[config.mk]
export PLATFORM = sky130hd
export DESIGN_NAME = bch_parity_encoder
export DESIGN_NICKNAME = d
export VERILOG_FILES = /design/src/bpe_pkg.sv /design/src/bpe_front.sv /design/src/bpe_queue.sv /design/src/bpe_back.sv /design/src/bch_parity_encoder.sv
export VERILOG_INCLUDE_DIRS = /design/src /design/src/src
export SDC_FILE = /design/constraint.sdc
export NUM_CORES = 1
export LEC_CHECK = 0
export ABC_AREA = 1
export BUFFER_PORTS_ARGS = -buffer_cell sky130_fd_sc_hd__clkbuf_2
export CORE_ASPECT_RATIO = 0.6
export CORE_MARGIN = 2
export CORE_UTILIZATION = 45
export DETAILED_ROUTE_END_ITERATION = 12
export SLEW_MARGIN = 10
export SYNTH_ARGS = -nofsm -noshare
export SYNTH_HDL_FRONTEND = slang
export SYNTH_SLANG_ARGS = --single-unit
[constraint.sdc]
create_clock -name clk -period 21.6 [get_ports clk]
set_input_delay 2.16 -clock clk [delete_from_list [all_inputs] [get_ports clk]]
set_output_delay 2.16 -clock clk [all_outputs]
set_load 0.005 [all_outputs]
[src/bch_parity_encoder_defines.svh]
// ----------------------------------------------------------------------------
// BCH parity encoder assertion macros
// Shared property wrappers for the encoder's internal checks.
// ----------------------------------------------------------------------------
`ifndef BCH_PARITY_ENCODER_DEFINES_SVH
`define BCH_PARITY_ENCODER_DEFINES_SVH

// Same-cycle implication, disabled during reset.
`define BPE_ASSERT(label, clk, rst, ante, cons) \
  label: assert property (@(posedge clk) disable iff (rst) (ante) |-> (cons)) \
    else $error("bch parity encoder: same-cycle check failed");

// Next-cycle implication, disabled during reset.
`define BPE_ASSERT_NEXT(label, clk, rst, ante, cons) \
  label: assert property (@(posedge clk) disable iff (rst) (ante) |=> (cons)) \
    else $error("bch parity encoder: next-cycle check failed");

`endif

[src/bpe_pkg.sv]
// ----------------------------------------------------------------------------
// BCH parity encoder package
// Payload types, generator constant and the byte-wide division step.
// ----------------------------------------------------------------------------
package bpe_pkg;

  // Remainder geometry: 180 parity bits held left-aligned in 23 bytes
  localparam int REM_BYTES = 23;
  localparam int REM_W     = REM_BYTES * 8;
  localparam int CNT_W     = $clog2(REM_BYTES);
  localparam logic [CNT_W-1:0] LAST_IDX = CNT_W'(REM_BYTES - 1);

  // Generator polynomial, low 180 coefficients, x^180 implicit, low nibble zero
  localparam logic [REM_W-1:0] GEN_POLY =
    184'hf3ccca1b16b1f8b1c4a9371685b35d1f0e168d8592b1b0;

  typedef struct packed {
    logic [7:0] data_byte;
    logic       last;
  } msg_item_t;

  typedef struct packed {
    logic [7:0] parity_byte;
    logic       parity_last;
  } par_item_t;

  // Remainder snapshot moving from the front to the queue
  typedef struct packed {
    logic             valid;
    logic [REM_W-1:0] rem;
  } rem_xfer_t;

  // Divide the remainder by the generator over one byte, bit 7 first
  function automatic logic [REM_W-1:0] lfsr_byte(input logic [REM_W-1:0] rem,
                                                 input logic [7:0]       din);
    logic [REM_W-1:0] r;
    logic             fb;
    r = rem;
    for (int b = 7; b >= 0; b--) begin
      fb = din[b] ^ r[REM_W-1];
      r  = {r[REM_W-2:0], 1'b0} ^ (fb ? GEN_POLY : '0);
    end
    return r;
  endfunction

endpackage

[src/bpe_front.sv]
// ----------------------------------------------------------------------------
// BCH parity encoder front end
// Absorbs message bytes into the remainder and hands it off on the last byte.
// ----------------------------------------------------------------------------
module bpe_front
  import bpe_pkg::*;
(
  input  logic      clk,
  input  logic      rst,
  input  logic      msg_valid,
  output logic      msg_ready,
  input  msg_item_t msg,
  input  logic      q_full,
  output rem_xfer_t push
);

  logic [REM_W-1:0] remainder;
  logic [REM_W-1:0] remainder_next;
  logic             take;

  // Accept while the queue has room for a finished remainder
  assign msg_ready      = !q_full;
  assign take           = msg_valid && msg_ready;
  assign remainder_next = lfsr_byte(remainder, msg.data_byte);

  // Hand off the finished remainder on the last byte
  assign push.valid = take && msg.last;
  assign push.rem   = remainder_next;

  // Advance the division, clear at message end
  always_ff @(posedge clk) begin
    if (rst) begin
      remainder <= '0;
    end else if (take) begin
      remainder <= msg.last ? '0 : remainder_next;
    end
  end

endmodule

[src/bpe_queue.sv]
// ----------------------------------------------------------------------------
// BCH parity encoder remainder queue
// Short FIFO of finished remainders between the front and back ends.
// ----------------------------------------------------------------------------
`include "bch_parity_encoder_defines.svh"

module bpe_queue
  import bpe_pkg::*;
#(
  parameter int DEPTH = 2
) (
  input  logic      clk,
  input  logic      rst,
  input  rem_xfer_t push,
  input  logic      pop,
  output rem_xfer_t head,
  output logic      full
);

  localparam int PTR_W = (DEPTH > 1) ? $clog2(DEPTH) : 1;
  localparam int CQ_W  = $clog2(DEPTH + 1);

  logic [REM_W-1:0] mem [DEPTH];
  logic [PTR_W-1:0] wr_ptr;
  logic [PTR_W-1:0] rd_ptr;
  logic [CQ_W-1:0]  count;

  assign full       = (count == CQ_W'(DEPTH));
  assign head.valid = (count != '0);
  assign head.rem   = mem[rd_ptr];

  // Write the entry at the tail
  always_ff @(posedge clk) begin
    if (push.valid) begin
      mem[wr_ptr] <= push.rem;
    end
  end

  // Advance pointers and occupancy
  always_ff @(posedge clk) begin
    if (rst) begin
      wr_ptr <= '0;
      rd_ptr <= '0;
      count  <= '0;
    end else begin
      if (push.valid) begin
        wr_ptr <= (wr_ptr == PTR_W'(DEPTH - 1)) ? '0 : wr_ptr + 1'b1;
      end
      if (pop) begin
        rd_ptr <= (rd_ptr == PTR_W'(DEPTH - 1)) ? '0 : rd_ptr + 1'b1;
      end
      if (push.valid && !pop) begin
        count <= count + 1'b1;
      end else if (pop && !push.valid) begin
        count <= count - 1'b1;
      end
    end
  end

  `BPE_ASSERT(a_q_no_overflow, clk, rst, push.valid, !full || pop)
  `BPE_ASSERT(a_q_no_underflow, clk, rst, pop, head.valid)
  `BPE_ASSERT(a_q_bound, clk, rst, 1'b1, count <= CQ_W'(DEPTH))

endmodule

[src/bpe_back.sv]
// ----------------------------------------------------------------------------
// BCH parity encoder back end
// Serializes one remainder into 23 parity bytes through an output register.
// ----------------------------------------------------------------------------
`include "bch_parity_encoder_defines.svh"

module bpe_back
  import bpe_pkg::*;
(
  input  logic      clk,
  input  logic      rst,
  input  rem_xfer_t head,
  output logic      pop,
  output logic      par_valid,
  input  logic      par_ready,
  output par_item_t par
);

  logic [REM_W-1:0] shreg;
  logic [CNT_W-1:0] cnt;
  logic             busy;
  logic             advance;
  logic             last_beat;

  // Move a byte into the output register when it is free or being drained
  assign advance   = busy && (!par_valid || par_ready);
  assign last_beat = advance && (cnt == LAST_IDX);
  assign pop       = head.valid && (!busy || last_beat);

  // Busy flag and byte counter, then the shift register
  always_ff @(posedge clk) begin
    if (rst) begin
      busy <= 1'b0;
      cnt  <= '0;
    end else if (pop) begin
      busy <= 1'b1;
      cnt  <= '0;
    end else if (last_beat) begin
      busy <= 1'b0;
      cnt  <= '0;
    end else if (advance) begin
      cnt <= cnt + 1'b1;
    end
  end

  always_ff @(posedge clk) begin
    if (pop) begin
      shreg <= head.rem;
    end else if (advance) begin
      shreg <= {shreg[REM_W-9:0], 8'h00};
    end
  end

  // Output register
  always_ff @(posedge clk) begin
    if (rst) begin
      par_valid <= 1'b0;
    end else if (advance) begin
      par_valid <= 1'b1;
    end else if (par_ready) begin
      par_valid <= 1'b0;
    end
  end

  always_ff @(posedge clk) begin
    if (advance) begin
      par.parity_byte <= shreg[REM_W-1 -: 8];
      par.parity_last <= (cnt == LAST_IDX);
    end
  end

  `BPE_ASSERT_NEXT(a_last_flagged, clk, rst, last_beat, par_valid && par.parity_last)
  `BPE_ASSERT_NEXT(a_mid_unflagged, clk, rst, advance && !last_beat, !par.parity_last)
  `BPE_ASSERT(a_cnt_range, clk, rst, busy, cnt <= LAST_IDX)

endmodule

[src/bch_parity_encoder.sv]
// ----------------------------------------------------------------------------
// BCH parity encoder
// Systematic BCH encoder, t=12 over GF(2^15), 180 parity bits per message.
// ----------------------------------------------------------------------------
// Channel   Handshake              Payload   Item
// msg       msg_valid/msg_ready    msg       message byte, last marks the end
// par       par_valid/par_ready    par       parity byte, 23 per message
//
// One message byte is taken every cycle while ready; eight division steps run
// combinationally. The last byte of a message queues its remainder; the
// serializer sends one parity byte per cycle unless par_ready holds it off.
// msg_ready drops only while the remainder queue (QUEUE_DEPTH entries) is full.
// Synchronous active-high reset clears the remainder, queue and output valid.
// ----------------------------------------------------------------------------
module bch_parity_encoder
  import bpe_pkg::*;
#(
  parameter int QUEUE_DEPTH = 2
) (
  input  logic      clk,
  input  logic      rst,
  input  logic      msg_valid,
  output logic      msg_ready,
  input  msg_item_t msg,
  output logic      par_valid,
  input  logic      par_ready,
  output par_item_t par
);

  rem_xfer_t push;
  rem_xfer_t head;
  logic      q_full;
  logic      pop;

  bpe_front u_front (
    .clk       (clk),
    .rst       (rst),
    .msg_valid (msg_valid),
    .msg_ready (msg_ready),
    .msg       (msg),
    .q_full    (q_full),
    .push      (push)
  );

  bpe_queue #(
    .DEPTH (QUEUE_DEPTH)
  ) u_queue (
    .clk  (clk),
    .rst  (rst),
    .push (push),
    .pop  (pop),
    .head (head),
    .full (q_full)
  );

  bpe_back u_back (
    .clk       (clk),
    .rst       (rst),
    .head      (head),
    .pop       (pop),
    .par_valid (par_valid),
    .par_ready (par_ready),
    .par       (par)
  );

endmodule
==> flow_summary.json, run 1 <==
{
  "pre_cts_ws_ps": 14950,
  "hp-start": "u_back.shreg[177]$_DFFE_PP_",
  "drc": 0,
  "cts_tree": "built",
  "fin_ws_ps": 15430,
  "die_y_um": 211.9,
  "drive_gt1_share_pct": 8.988,
  "hpwl_mm": 46.59,
  "io_pins": 24,
  "antenna_found_initial": 1,
  "max_cap_viol_count": 0,
  "final_nets": 2956,
  "path_max_fanout": 26,
  "worst-r2r-setup-slack_ps": 16730,
  "synth_seq_cells": 741,
  "cp-endpoint": "u_queue.mem[0][127]$_DFFE_PP_",
  "cp.required_ps": 21940,
  "routed_via_density": 5.363,
  "crit_slowest_cell": "nand2_1",
  "initial_core_util_pct": 45.32,
  "hold_violations": 0,
  "slew_violations": 0,
  "setup-violations-final": 0,
  "clkTransAtPathRegs_ps": 60,
  "io_buffers": 23,
  "ant_nets": 0,
  "die_width_um": 350.5,
  "worstMarginPinSlew_ps": 1393,
  "final_area_um2": 35340,
  "crit_type": "in2reg",
  "ys_types": 40,
  "worstSetupStartpointType": "primary input",
  "first_global_vias": 20880,
  "cts_resized": 0,
  "critPathArrivalTime_ps": 6510,
  "clk_latency_ps": 610,
  "cts.sinks": 741,
  "htree_levels": 3,
  "dieArea_um2": 74260,
  "synth_warnings": 0,
  "period_share_pct": 28.55,
  "fillers": 6466,
  "syn_nets": 3010,
  "rows": 76,
  "crit_top_cell": "nand2_1",
  "clk_path_buf_depth": 3,
  "postCtsHoldBufs": 0,
  "drt_iter0_markers": 2109,
  "async_reset_ff_share_pct": 0,
  "synth-edff-count": 549,
  "netlist_instances": 2994,
  "cp-end-kind": "register",
  "cts_buffers": 69,
  "hold_class": "reg2reg",
  "rr_startpoint": "u_front.remainder[183]$_SDFFE_PP0P_",
  "r2r_end": "u_queue.mem[0][127]$_DFFE_PP_",
  "layout_common_cells": "nand2_1, edfxtp_1, xor2_1",
  "rsz0062_at_grt": "false",
  "grt_pass1_wl_mm": 126.5,
  "status": "finished clean",
  "grt_usage_pct": 22.72,
  "yosysSeqAreaShare_pct": 62.72,
  "slew_headroom_pct": 7.148,
  "fin_skew_ps": 24.60,
  "wl_per_cell_um": 21.13,
  "synthToLayoutAreaGrowth_pct": 9.029,
  "vias": 21290,
  "drtPass1Iterations": 6,
  "layout_commonest_cell": "nand2_1",
  "ys.flop_type": "edfxtp_1",
  "gp_congestion": 0.7942,
  "tns_ps": 0,
  "fmax_mhz": 162.2,
  "path_cells": "clkbuf_2 > inv_1 > nand2_1 > nand2_2 > buf_4 > nand2_2 > nand2_4 > inv_2 > nand2_2 > nand2_8 > inv_2 > nand2_4 > nand2_4 > nand2_1 > nand2_1 > nand2_1 > and2_1",
  "post_cts_buffers": 0,
  "rr_worst_depth": 15,
  "cts-root-buf": "clkbuf_16",
  "grt_overflow": 0,
  "grt_max_degree": 216,
  "syn-cell-area_um2": 32410,
  "avgSynthCellArea_um2": 10.83,
  "startpoint": "msg[8]",
  "min_period_ps": 6166,
  "cpPeakStageDelay_ps": 620,
  "core-area_um2": 71510,
  "dpl-instance-area_um2": 33200,
  "wirelength_mm": 83.86
}
## critical path: cells and delay by family
kind                   cells  cell delay, ps
and+or+nand+nor           12            3280
buffers and inverters      5            1000
## cells in the mapped netlist (2+ instances only)
| master | n | area share [%] |
|---|---|---|
| nand2_1 | 871 | 10 |
| edfxtp_1 | 549 | 51 |
| xor2_1 | 214 | 5.8 |
| a21oi_1 | 197 | 3.0 |
| dfxtp_1 | 192 | 12 |
| nor2_1 | 183 | 2.1 |
| a31oi_1 | 172 | 3.3 |
| clkbuf_1 | 132 | 1.5 |
| inv_1 | 106 | 1.2 |
| nand3_1 | 91 | 1.4 |
| xnor2_1 | 80 | 2.2 |
| xor2_2 | 45 | 2.3 |
| and2_1 | 28 | 0.54 |
| nand2_2 | 19 | 0.37 |
| nand2_4 | 17 | 0.59 |
| buf_2 | 13 | 0.20 |
| inv_2 | 12 | 0.14 |
| buf_4 | 11 | 0.25 |
| xnor2_2 | 11 | 0.55 |
| buf_1 | 6 | 0.069 |
| buf_6 | 6 | 0.21 |
| buf_8 | 6 | 0.28 |
| nand3_2 | 4 | 0.12 |
| or2_2 | 4 | 0.077 |
| ha_1 | 3 | 0.12 |
| o21ai_0 | 3 | 0.046 |
| nand2_8 | 2 | 0.12 |
| nand3_4 | 2 | 0.11 |
| nor3b_1 | 2 | 0.046 |
| o21bai_1 | 2 | 0.046 |
| xor2_4 | 2 | 0.17 |
## how the worst min path moves through the flow
stage / end / cells after the start
global placement: u_back.par[3]$_DFFE_PP_ / 0
floorplan: u_back.par[1]$_DFFE_PP_ / 0
global route: u_back.par[6]$_DFFE_PP_ / 0
detailed placement: u_back.par[2]$_DFFE_PP_ / 0
CTS: u_back.par[2]$_DFFE_PP_ / 0
finish: u_back.par[2]$_DFFE_PP_ / 0
## cells by family (layout without fill, tap and decap cells)
family	Yosys count	after routing	synth area share, %
and+or+nand+nor	1226	1226	15.65
DFF	741	741	62.72
AOI/OAI and AO/OA	375	375	6.478
xor gates and xnor gates	353	353	11.01
buffers and inverters	296	295	4.026
adders and majority gates	3	3	0.1158
other	0	1	0
## final cells by class
type                            count  area [um2]  share of cell area, %
Tap cell                          975        1220                  3.452
Multi-Input combinational cell   1957       10820                  30.62
Clock buffer                      105        1997                  5.651
Sequential cell                   741       20330                  57.54
Antenna cell                        1       2.502               0.007081
Timing Repair Buffer               50       349.1                 0.9879
Inverter                          121       474.2                  1.342
Clock inverter                     19       141.4                 0.4001
## state kept, by name (all words and copies together), names as in the netlist, named ones only
register	cells
u_back.busy	1
u_back.cnt	5
u_back.par	9
u_back.par_valid	1
u_back.shreg	180
u_front.remainder	180
u_queue.count	2
u_queue.mem	360
u_queue.rd_ptr	1
u_queue.wr_ptr	1
## stage by stage
stage	hold slack [ps]	util, %	instances
after floorplan	400.3	-	2994
after global placement	401.9	46.42	3844
after detailed placement	405.4	46.42	3844
after CTS	419.8	49.41	3968
after global routing	427.4	49.41	3968
final	418.1	49.42	3969
## layer usage
metal  global-route usage (%)  vias to the layer above  wire length (um)
li1                         -                     9863                 -
met1                    33.48                    10500             38640
met5                        0                        -                 0
met3                    5.202                      117              7525
met4                    6.142                        0              1804
met2                    33.66                      809             35890
Power of run 1 is left out: the tool's default activity adds up to more than one toggle a clock period on the data nets, which glitch-free logic cannot reach.
==> run 2, diff against run 1 <==
==> constraint.sdc (replaced) <==
create_clock -name clk -period 6.2 [get_ports clk]
set_input_delay 0.62 -clock clk [delete_from_list [all_inputs] [get_ports clk]]
set_output_delay 0.62 -clock clk [all_outputs]
set_load 0.005 [all_outputs]
==> run 2 against run 1 <==
Core utilization increased by 0.31 points. Hold slack worse by 150 ps. Non-clock buffer count is 3 higher. Wire length decreased by 0.33%. Sequential cell count unchanged. Via count is 0.12% lower. Clock skew shrank 2.8 ps. The flow now finishes with violations (max-slew violations). Critical path type is now reg2reg. First-iteration DRC count increased by 12%. Cell count rose by 0.15%.
==> flow_summary.json, run 2 (synthesized netlist as in run 1, its figures left out) <==
{
  "instances_no_fill": 3975,
  "cts_resized": 0,
  "dp_cells": 3847,
  "gp_congestion": 0.8808,
  "layout_commonest_cell": "nand2_1",
  "final_nets": 2959,
  "largest-register": "u_queue.mem",
  "grt_usage_pct": 22.66,
  "critPathArrivalTime_ps": 4720,
  "rsz0062_at_grt": "false",
  "worstMarginPinSlew_ps": 1564,
  "wirelength_mm": 83.58,
  "cts-root-buf": "clkbuf_16",
  "clk_latency_ps": 630,
  "vias": 21260,
  "grt_max_degree": 148,
  "initial_core_util_pct": 45.32,
  "grt_pass1_wl_mm": 125.9,
  "min_period_ps": 4343,
  "setup-violations-final": 0,
  "post_cts_buffers": 0,
  "slew_headroom_pct": -4.295,
  "cp-end-kind": "register",
  "cts_buffers": 69,
  "postCtsHoldBufs": 0,
  "io_buffers": 23,
  "core-area_um2": 71510,
  "fillers": 6413,
  "hpwl_mm": 48.32,
  "worstSetupStartpointType": "register",
  "cts.sinks": 741,
  "fin_skew_ps": 21.76,
  "first_global_vias": 20080,
  "layout_common_cells": "nand2_1, edfxtp_1, xor2_1",
  "fmax_mhz": 230.3,
  "dieArea_um2": 74260,
  "rows": 76,
  "max_cap_viol_count": 0,
  "crit_type": "reg2reg",
  "htree_levels": 3,
  "clkTransAtPathRegs_ps": 70,
  "diodes": 0,
  "wl_per_cell_um": 21.03,
  "antenna_found_initial": 0,
  "grt_overflow": 0,
  "largest_registers": "u_queue.mem (360), u_back.shreg (180), u_front.remainder (180)",
  "clk_path_buf_depth": 3,
  "hold_class": "in2reg",
  "path_max_fanout": 22,
  "drive_gt1_share_pct": 9.600,
  "cts_tree": "built",
  "routed_via_density": 5.349,
  "violations": "max-slew violations",
  "hold_violations": 0,
  "largest_reg_flops": 360,
  "cp.required_ps": 6580,
  "synthToLayoutAreaGrowth_pct": 9.705,
  "drt_iter0_markers": 2361,
  "status": "finished, violations left",
  "finish.utilization_pct": 49.72,
  "die_width_um": 350.5,
  "seq_area_um2": 20330,
  "multi_input_area_um2": 10820,
  "io_pins": 24,
  "drc": 0,
  "period_share_pct": 70.05,
  "drtPass1Iterations": 6,
  "die_y_um": 211.9,
  "slew_violations": 58,
  "ant_nets": 0
}
-- run 2: final cells by class --
cell class | count | share of cell area, %
Sequential cell | 741 | 57.19
Multi-Input combinational cell | 1957 | 30.43
Clock buffer | 91 | 5.409
Tap cell | 975 | 3.431
Inverter | 121 | 1.334
Timing Repair Buffer | 53 | 1.256
Clock inverter | 37 | 0.9536
-- run 2: per-layer routing --
layer	vias to the layer above	part of all wire, %	GRT usage [%]
met4	0	2.0	6.023
met2	832	41	31.97
li1	9869	-	-
met5	-	0	0
met3	114	8.4	3.901
met1	10450	48	35.65
-- run 2: final timing paths --
check	start	cells after the start	slack [ps]	endpoint
min	par_ready	4	270	u_back.par_valid$_SDFFE_PP0P_
max	u_front.remainder[183]$_SDFFE_PP0P_	14	1860	u_queue.mem[0][148]$_DFFE_PP_
max reg2reg	u_front.remainder[183]$_SDFFE_PP0P_	14	1860	u_queue.mem[0][148]$_DFFE_PP_
min reg2reg	u_back.shreg[180]$_DFFE_PP_	0	420	u_back.par[5]$_DFFE_PP_
-- run 2: through the flow --
| stage | cell area, um2 | setup TNS [ps] | hold WS, ps | worst slack (ps) |
|---|---|---|---|---|
| global placement | 33290 | 0 | 403.5 | 1806 |
| floorplan | 32420 | -8326 | 400.3 | -32.82 |
| detailed placement | 33290 | 0 | 406.2 | 1611 |
| finish | 35560 | 0 | 268.9 | 1857 |
| CTS | 35560 | 0 | 239.1 | 1968 |
| global route | 35560 | 0 | 273.0 | 1650 |
-- run 2: critical path, cell delays in order (launching register included) --
cell,delay [ps]
dfxtp_1,390
inv_2,50
nand2_1,50
nand2_1,450
nand2_4,240
nand2_4,250
inv_4,220
nand3_4,140
nand2_4,320
nand2_4,100
nand2_4,450
nand2_1,460
nand2_1,590
nand2_1,160
and2_1,200
Power of run 2 is left out for the same reason.
